[config.mk]
export PLATFORM = sky130hd
export DESIGN_NAME = sprite_command_geometry
export DESIGN_NICKNAME = d
export VERILOG_FILES = /design/src/design/scg_pkg.sv /design/src/design/scg_front.sv /design/src/design/scg_queue.sv /design/src/design/scg_back.sv /design/src/design/sprite_command_geometry.sv
export SDC_FILE = /design/constraint.sdc
export NUM_CORES = 1
export LEC_CHECK = 0
export BUFFER_PORTS_ARGS = -buffer_cell sky130_fd_sc_hd__buf_2
export CAP_MARGIN = 20
export CORE_ASPECT_RATIO = 0.8
export CORE_MARGIN = 2
export CORE_UTILIZATION = 61
export DETAILED_ROUTE_END_ITERATION = 8
export PLACE_DENSITY = 0.83
export RECOVER_POWER = 100
export SYNTH_ARGS = -nofsm -noshare
export SYNTH_HDL_FRONTEND = slang
export SYNTH_SLANG_ARGS = --single-unit
[constraint.sdc]
create_clock -name clk -period 17.5 [get_ports clk]
set_input_delay 0.875 -clock clk [delete_from_list [all_inputs] [get_ports clk]]
set_output_delay 0.875 -clock clk [all_outputs]
set_load 0.01 [all_outputs]
[src/design/scg_pkg.sv]
// shared types and constants for the sprite command geometry block
// holds the decoded sprite descriptor and command codes; no dependencies
package scg_pkg;

  localparam int WORD_W            = 16;
  localparam int ENTRY_WORDS       = 14;
  localparam int COMMAND_WORDS_DEF = 14;
  localparam int QUEUE_DEPTH       = 2;
  localparam int OUT_DATA_W        = 128;
  localparam int COUNT_W           = 14;
  localparam int COORD_W           = 17;
  localparam int POS_W             = 18;

  localparam logic [3:0] CMD_NORMAL    = 4'h0;
  localparam logic [3:0] CMD_SCALED    = 4'h1;
  localparam logic [3:0] CMD_DISTORTED = 4'h2;
  localparam logic [3:0] CMD_LOCAL     = 4'hA;

  localparam logic [2:0] PAL_MODE_LUT = 3'd1;

  localparam logic [1:0] CORNER_TL = 2'd0;
  localparam logic [1:0] CORNER_TR = 2'd1;
  localparam logic [1:0] CORNER_BR = 2'd2;
  localparam logic [1:0] CORNER_BL = 2'd3;

  typedef struct packed {
    logic [COUNT_W-1:0]                cmd_index;
    logic [COUNT_W-1:0]                obj_num;
    logic [3:0][COORD_W-1:0]           cx;
    logic [3:0][COORD_W-1:0]           cy;
    logic [WORD_W-1:0]                 ox;
    logic [WORD_W-1:0]                 oy;
    logic [8:0]                        u0;
    logic [8:0]                        u1;
    logic [7:0]                        v0;
    logic [7:0]                        v1;
    logic [2:0]                        mode;
    logic                              transp;
    logic                              gouraud;
    logic [18:0]                       tex_addr;
    logic [18:0]                       pal;
  } desc_t;

  typedef struct packed {
    logic  valid;
    desc_t desc;
  } desc_word_t;

endpackage

[src/design/scg_front.sv]
// front end: gathers command entry words, decodes each complete entry
// keeps origin and counts, pushes sprite descriptors; uses scg_pkg
module scg_front #(
  parameter int COMMAND_WORDS = scg_pkg::COMMAND_WORDS_DEF
) (
  input  logic                      clk,
  input  logic                      rst,
  input  logic                      s_tvalid,
  output logic                      s_tready,
  input  logic [scg_pkg::WORD_W-1:0] word,
  input  logic                      list_start,
  input  logic                      full,
  output scg_pkg::desc_word_t       push
);
  import scg_pkg::*;

  localparam int PW = $clog2(COMMAND_WORDS);
  localparam int EW = $clog2(ENTRY_WORDS);

  logic [PW-1:0]      pos;
  logic [WORD_W-1:0]  entry [ENTRY_WORDS];
  logic [WORD_W-1:0]  origin_x, origin_y;
  logic [COUNT_W-1:0] cmd_count, spr_count;

  logic [PW-1:0]      pos_eff;
  logic [WORD_W-1:0]  ox_eff, oy_eff;
  logic [COUNT_W-1:0] cmd_eff, spr_eff;
  logic [WORD_W-1:0]  view [ENTRY_WORDS];
  logic               last, accept, is_sprite, is_local;
  logic [3:0]         comm;
  logic [8:0]         width;
  logic [7:0]         height;
  logic signed [COORD_W-1:0] xa, ya, xb, yb, xc, yc, xd, yd, xw, yh;
  desc_t              d;

  assign pos_eff = list_start ? '0 : pos;
  assign ox_eff  = list_start ? '0 : origin_x;
  assign oy_eff  = list_start ? '0 : origin_y;
  assign cmd_eff = list_start ? '0 : cmd_count;
  assign spr_eff = list_start ? '0 : spr_count;
  assign last    = pos_eff == PW'(COMMAND_WORDS - 1);
  assign s_tready = !full || !last;
  assign accept  = s_tvalid && s_tready;

  // the word arriving now stands in for its slot in the decode
  always_comb begin
    for (int i = 0; i < ENTRY_WORDS; i++) begin
      view[i] = (pos_eff == PW'(i)) ? word : entry[i];
    end
  end

  assign comm   = view[0][3:0];
  assign width  = {view[5][13:8], 3'b000};
  assign height = view[5][7:0];
  assign xa = $signed({view[6][15], view[6]});
  assign ya = $signed({view[7][15], view[7]});
  assign xb = $signed({view[8][15], view[8]});
  assign yb = $signed({view[9][15], view[9]});
  assign xc = $signed({view[10][15], view[10]});
  assign yc = $signed({view[11][15], view[11]});
  assign xd = $signed({view[12][15], view[12]});
  assign yd = $signed({view[13][15], view[13]});
  assign xw = xa + $signed({8'b0, width});
  assign yh = ya + $signed({9'b0, height});
  assign is_local = comm == CMD_LOCAL;

  always_comb begin
    d = '0;
    d.cmd_index = cmd_eff;
    d.obj_num   = spr_eff;
    d.ox        = ox_eff;
    d.oy        = oy_eff;
    is_sprite   = !view[0][14] && (view[5][13:8] != '0) && (height != '0);
    case (comm)
      CMD_NORMAL: begin
        d.cx = {xa, xw, xw, xa};
        d.cy = {yh, yh, ya, ya};
      end
      CMD_SCALED: begin
        d.cx = {xa, xc, xc, xa};
        d.cy = {yc, yc, ya, ya};
      end
      CMD_DISTORTED: begin
        d.cx = {xd, xc, xb, xa};
        d.cy = {yd, yc, yb, ya};
      end
      default: begin
        is_sprite = 1'b0;
      end
    endcase
    // flip bits swap the corner texture coordinates
    d.u0       = view[0][4] ? width : 9'd0;
    d.u1       = view[0][4] ? 9'd0 : width;
    d.v0       = view[0][5] ? height : 8'd0;
    d.v1       = view[0][5] ? 8'd0 : height;
    d.mode     = view[2][5:3];
    d.transp   = !view[2][6];
    d.gouraud  = view[2][2];
    d.tex_addr = {view[4], 3'b000};
    d.pal      = (view[2][5:3] == PAL_MODE_LUT) ? {view[3], 3'b000} : {3'b000, view[3]};
  end

  assign push.valid = accept && last && is_sprite;
  assign push.desc  = d;

  always_ff @(posedge clk) begin
    if (accept && (pos_eff < PW'(ENTRY_WORDS))) begin
      entry[pos_eff[EW-1:0]] <= word;
    end
  end

  always_ff @(posedge clk) begin
    if (rst) begin
      pos       <= '0;
      origin_x  <= '0;
      origin_y  <= '0;
      cmd_count <= '0;
      spr_count <= '0;
    end else if (accept) begin
      pos       <= last ? '0 : pos_eff + 1'b1;
      cmd_count <= last ? cmd_eff + 1'b1 : cmd_eff;
      spr_count <= push.valid ? spr_eff + 1'b1 : spr_eff;
      if (last && is_local) begin
        origin_x <= view[6];
        origin_y <= view[7];
      end else begin
        origin_x <= ox_eff;
        origin_y <= oy_eff;
      end
    end
  end

endmodule

[src/design/scg_queue.sv]
// short descriptor queue between the front and back ends
// register based fifo of scg_pkg::desc_t entries
module scg_queue (
  input  logic                clk,
  input  logic                rst,
  input  scg_pkg::desc_word_t push,
  input  logic                pop,
  output logic                full,
  output scg_pkg::desc_word_t head
);
  import scg_pkg::*;

  localparam int AW = (QUEUE_DEPTH > 1) ? $clog2(QUEUE_DEPTH) : 1;
  localparam int CW = $clog2(QUEUE_DEPTH + 1);

  desc_t         mem [QUEUE_DEPTH];
  logic [AW-1:0] wptr, rptr;
  logic [CW-1:0] count;
  logic          do_push, do_pop;

  assign full       = count == CW'(QUEUE_DEPTH);
  assign head.valid = count != '0;
  assign head.desc  = mem[rptr];
  assign do_push    = push.valid && !full;
  assign do_pop     = pop && head.valid;

  always_ff @(posedge clk) begin
    if (do_push) begin
      mem[wptr] <= push.desc;
    end
  end

  always_ff @(posedge clk) begin
    if (rst) begin
      wptr  <= '0;
      rptr  <= '0;
      count <= '0;
    end else begin
      if (do_push) begin
        wptr <= (wptr == AW'(QUEUE_DEPTH - 1)) ? '0 : wptr + 1'b1;
      end
      if (do_pop) begin
        rptr <= (rptr == AW'(QUEUE_DEPTH - 1)) ? '0 : rptr + 1'b1;
      end
      case ({do_push, do_pop})
        2'b10:   count <= count + 1'b1;
        2'b01:   count <= count - 1'b1;
        default: count <= count;
      endcase
    end
  end

endmodule

[src/design/scg_back.sv]
// back end: steps through the four corners of the queue head
// adds the origin and fills the output register; uses scg_pkg
module scg_back (
  input  logic                            clk,
  input  logic                            rst,
  input  scg_pkg::desc_word_t             head,
  output logic                            pop,
  output logic                            m_tvalid,
  input  logic                            m_tready,
  output logic [scg_pkg::OUT_DATA_W-1:0]  m_tdata
);
  import scg_pkg::*;

  logic [1:0]         k;
  logic               load;
  logic [COUNT_W-1:0] cmd_index, obj_num;
  logic [1:0]         corner;
  logic [POS_W-1:0]   pos_x, pos_y;
  logic [8:0]         tex_u;
  logic [7:0]         tex_v;
  logic [2:0]         pix_mode;
  logic               transp, gouraud;
  logic [18:0]        tex_addr, pal;
  logic [COORD_W-1:0] cx_k, cy_k;

  assign load = head.valid && (!m_tvalid || m_tready);
  assign pop  = load && (k == CORNER_BL);
  assign cx_k = head.desc.cx[k];
  assign cy_k = head.desc.cy[k];

  always_ff @(posedge clk) begin
    if (rst) begin
      k        <= CORNER_TL;
      m_tvalid <= 1'b0;
    end else if (load) begin
      k        <= k + 1'b1;
      m_tvalid <= 1'b1;
    end else if (m_tready) begin
      m_tvalid <= 1'b0;
    end
  end

  always_ff @(posedge clk) begin
    if (load) begin
      cmd_index  <= head.desc.cmd_index;
      obj_num    <= head.desc.obj_num;
      corner     <= k;
      pos_x      <= {cx_k[COORD_W-1], cx_k}
                  + {{(POS_W-WORD_W){head.desc.ox[WORD_W-1]}}, head.desc.ox};
      pos_y      <= {cy_k[COORD_W-1], cy_k}
                  + {{(POS_W-WORD_W){head.desc.oy[WORD_W-1]}}, head.desc.oy};
      tex_u      <= (k == CORNER_TL || k == CORNER_BL) ? head.desc.u0 : head.desc.u1;
      tex_v      <= (k == CORNER_TL || k == CORNER_TR) ? head.desc.v0 : head.desc.v1;
      pix_mode   <= head.desc.mode;
      transp     <= head.desc.transp;
      gouraud    <= head.desc.gouraud;
      tex_addr   <= head.desc.tex_addr;
      pal        <= head.desc.pal;
    end
  end

  assign m_tdata = {2'b00, pal, tex_addr, gouraud, transp, pix_mode, tex_v, tex_u,
                    pos_y, pos_x, corner, obj_num, cmd_index};

endmodule

[src/design/sprite_command_geometry.sv]
// sprite command geometry top level: front end, descriptor queue, back end
// depends on scg_pkg, scg_front, scg_queue and scg_back
//
// Takes one 16-bit command word per cycle; an entry is COMMAND_WORDS words
// and is decoded as its last word is taken. Each drawable sprite command puts
// one descriptor into a two-entry queue, and the back end turns it into four
// corner words, one per cycle from a corner counter unless the output stalls,
// through an output register. The input stalls only on the last word of an
// entry while the queue is full, so a steady stream of entries runs at one
// word per cycle. Each descriptor is held in the queue, each corner word in
// the output register. tuser on the input is the list start flag.
module sprite_command_geometry #(
  parameter int COMMAND_WORDS = scg_pkg::COMMAND_WORDS_DEF
) (
  input  logic                            clk,
  input  logic                            rst,
  input  logic                            s_tvalid,
  output logic                            s_tready,
  // word [15:0]
  input  logic [15:0]                     s_tdata,
  // list_start [0]
  input  logic                            s_tuser,
  output logic                            m_tvalid,
  input  logic                            m_tready,
  // cmd_idx [13:0], spr_num [27:14], corner [29:28], pos_x [47:30],
  // pos_y [65:48], tex_u [74:66], tex_v [82:75], pix_mode [85:83],
  // pixel_transparency [86], gouraud [87], texture_address [106:88],
  // palette_value [125:107], zero [127:126]
  output logic [scg_pkg::OUT_DATA_W-1:0]  m_tdata
);
  import scg_pkg::*;

  desc_word_t push, head;
  logic       full, pop;

  scg_front #(.COMMAND_WORDS(COMMAND_WORDS)) u_front (
    .clk        (clk),
    .rst        (rst),
    .s_tvalid   (s_tvalid),
    .s_tready   (s_tready),
    .word       (s_tdata),
    .list_start (s_tuser),
    .full       (full),
    .push       (push)
  );

  scg_queue u_queue (
    .clk  (clk),
    .rst  (rst),
    .push (push),
    .pop  (pop),
    .full (full),
    .head (head)
  );

  scg_back u_back (
    .clk      (clk),
    .rst      (rst),
    .head     (head),
    .pop      (pop),
    .m_tvalid (m_tvalid),
    .m_tready (m_tready),
    .m_tdata  (m_tdata)
  );

  // corners of one sprite follow back to back
  a_corner_step: assert property (@(posedge clk) disable iff (rst)
    (m_tvalid && m_tready && m_tdata[29:28] != CORNER_BL)
      |=> (m_tvalid && m_tdata[29:28] == $past(m_tdata[29:28]) + 2'd1))
    else $error("corner sequence broken");

  a_same_sprite: assert property (@(posedge clk) disable iff (rst)
    (m_tvalid && m_tready && m_tdata[29:28] != CORNER_BL)
      |=> (m_tdata[27:0] == $past(m_tdata[27:0])))
    else $error("sprite numbers change within a sprite");

  a_first_corner: assert property (@(posedge clk) disable iff (rst)
    (m_tvalid && m_tready && m_tdata[29:28] == CORNER_BL && m_tvalid)
      |=> (!m_tvalid || m_tdata[29:28] == CORNER_TL))
    else $error("sprite does not start at top-left");

  a_reset_idle: assert property (@(posedge clk) rst |=> !m_tvalid)
    else $error("output valid after reset");

endmodule

==> results.yml <==
global_routing:
  antenna_found_initial: 1
  grt_util_all_layers: 0.278
  grt_max_degree: 151
  grt_pass1_wl_mm: 138
  grt-ovfl-total: 0
  grt_pass1_vias: 23100
clock_tree:
  cts_sinks: 898
  cts-root-buf: "clkbuf_16"
  cts_tree: "built"
  cts-resized-gates: 0
  clk_latency_ns: 0.64
  postCtsHoldBufs: 0
  cts_setup_buffers: 0
  clockBufferDepth: 3
  clk_pin_slew_ns: 0.06
  numCtsBuffers: 82
  htree_num_levels: 3
timing:
  tns_ns: 0
  setup_viol: 0
  worst_pin_slew_ns: 4.79
  period_share: 0.640
  rsz0062_at_grt: "no"
  slew_viol_final: 1288
  timing.fmax_mhz: 89.2
  layout_min_cycle_time_ns: 11.21
  relSlewSlack: -2.23
  hold_viol_final: 0
  clock_skew_ns: 0.0246
yosys:
  yosys.area_share.simple: 0.0734
  ys_types: 79
  synth_flop_cell: "edfxtp_1"
  netlist_instances: 2560
  synthAdderAreaFrac: 0.0181
  synthArstFlopShare: 0
  synth_mux_area_frac: 0.131
  ys_seq_area_frac: 0.680
  synth_top_family_by_area: "multiplexers"
  syn_area_per_cell_um2: 15.1
  yosysWarnings: 0
  syn_area_um2: 38600
  synth-compound-area-share: 0.0563
  synth_edf_count: 826
  synth_xor_area_frac: 0.0195
  ys_ff_latch: 898
setup_path:
  critPathCaptureType: "flip-flop"
  critPathLaunchType: "input pin"
  worst-path-max-fanout: 65
  critical_path_arrival_ns: 11.44
  path_class: "input pin to flip-flop"
  cp.required_ns: 17.74
detailed_routing:
  routedWlPerCell_um: 25.3
  via_per_inst: 6.43
  drc: 0
  final_antenna_net_count: 0
  wl_mm: 91.2
  first_pass_iters: 6
  drt_iter0_drc: 3186
  vias: 23200
floorplanning:
  rows: 82
  core_um2: 62600
  die_area_um2: 65300
  start_util: 0.617
  ioPinCount: 151
  die_x_um: 285
  die_h_um: 229
cells_and_area:
  layout_common_cells: "edfxtp_1 (826), nor2_1 (198), clkbuf_1 (184), mux2i_1 (183), nand2_1 (179)"
  area_growth_pct: 10.8
  final_core_util: 0.684
  num_antenna_cells: 0
  multiInputGateArea_um2: 11600
  layout.nets: 2768
  ff_latch_area_um2: 26200
  fillers: 4114
  drive_gt1_frac: 0.123
  final_common_cell: "edfxtp_1"
place:
  port-buffer-count: 142
  place.gp.congestion: 0.930
  hpwl_mm: 54.5
hold_path:
  hp-class: "flip-flop to flip-flop"
outcome:
  run_status: "finished with violations"
  violations: "max-capacitance violations, max-slew violations"
pwr:
  peakVddDrop_mv: 0.0868
  p_leak_nw: 14.7
  powerDensity_nw_per_um2: 101
job:
  cap_violations: 38
[through the flow]
step / setup slack (ns) / std cells / area [µm²] / total power [mW] / hold WS (ns)
after floorplan: 3.55 / 2567 / 38600 / 2.42 / 0.432
after global placement: 10.41 / 3442 / 40200 / 2.45 / 0.451
after detailed placement: 10.14 / 3443 / 40200 / 2.46 / 0.478
after CTS: 10.78 / 3597 / 43100 / 4.34 / 0.487
after global routing: 5.93 / 3603 / 42800 / 4.42 / 0.501
final: 6.29 / 3603 / 42800 / 4.32 / 0.484
[worst max-delay path: stages]
cell      delay [ns]
buf_2           0.08
clkbuf_1        1.36
clkbuf_1        2.00
a21oi_1         1.17
a31oi_1         0.52
or2_2           0.17
clkbuf_1        2.64
and2_0          1.99
o21ai_0         0.57
[Yosys cell counts (13+ instances only)]
library cell    n  share of area
buf_1          21         0.0020
nand2_1       179          0.017
nor2b_1        66          0.011
edfxtp_1      826           0.64
dfxtp_1        72          0.037
mux4_2         77          0.045
a21o_1         14         0.0027
o22a_1         19         0.0043
a21oi_1        58         0.0075
nand3_1        27         0.0035
o21ai_0        61         0.0079
nand4_1        13         0.0021
inv_1          55         0.0053
nor3_1         21         0.0027
buf_2          13         0.0017
a2bb2oi_1      32         0.0073
o221ai_1       13         0.0029
o22ai_1        54         0.0087
a31oi_1        13         0.0021
xnor2_1        51          0.012
nor2_1        199          0.019
mux2_2        130          0.038
and3_1         13         0.0021
clkbuf_1      103          0.010
ha_1           52          0.017
mux2i_1       186          0.048
xor2_1         35         0.0079
[flip-flops by register name, summed over array words and instances, names as in the netlist, named ones only]
signal	cells
u_queue.mem	520
u_front.entry	186
u_back.pal	19
u_back.pos_x	18
u_back.pos_y	18
u_back.tex_addr	16
u_front.origin_x	16
u_front.origin_y	16
u_back.cmd_index	14
u_back.obj_num	14
u_front.cmd_count	14
u_front.spr_count	14
u_back.tex_v	8
u_back.tex_u	6
u_front.pos	4
u_back.pix_mode	3
u_back.corner	2
u_back.k	2
u_queue.count	2
u_back.gouraud	1
u_back.m_tvalid	1
u_back.transp	1
u_queue.rptr	1
u_queue.wptr	1
[path summary, 6_finish.rpt]
check	from	to	slack (ns)	cells after the start
setup reg to reg	flip-flop	u_back.pos_y[16]$_DFFE_PP_	7.00	13
hold / removal	u_front.origin_x[15]$_SDFFE_PP0P_	u_front.origin_x[15]$_SDFFE_PP0P_	0.48	2
hold reg to reg	u_front.origin_x[15]$_SDFFE_PP0P_	u_front.origin_x[15]$_SDFFE_PP0P_	0.48	2
setup / recovery	s_tuser	u_queue.mem[0][212]$_DFFE_PP_	6.29	9
[layout make-up]
| class | count | area share |
|---|---|---|
| Multi-Input combinational cell | 1464 | 0.270 |
| Clock inverter | 44 | 0.0150 |
| Sequential cell | 898 | 0.613 |
| Timing Repair Buffer | 192 | 0.0199 |
| Tap cell | 840 | 0.0246 |
| Clock buffer | 110 | 0.0521 |
| Inverter | 55 | 0.00483 |
[kinds of logic (layout without fill, tap and decap cells)]
family / Yosys count / count (layout)
compound gates: 326 / 326
simple gates: 596 / 596
fa+ha+maj: 55 / 55
buf+inv: 205 / 401
mux: 393 / 393
xor+xnor: 86 / 86
flops: 898 / 898
other cells: 1 / 8
[report_power, final]
group,switching (mW),total (mW),internal [mW]
Clock,0.785,1.91,1.12
Combinational,0.0682,0.0851,0.0169
Sequential,0.00252,2.33,2.33
Total,0.856,4.32,3.47
[metal layers]
metal,part of all wire,GRT usage,vias to the layer above
met5,0,0,-
met4,0.029,0.0951,0
met3,0.11,0.0611,198
met2,0.46,0.425,1486
met1,0.40,0.400,11500
li1,-,-,9999
Note: power is estimated with default switching activity, not from simulation.
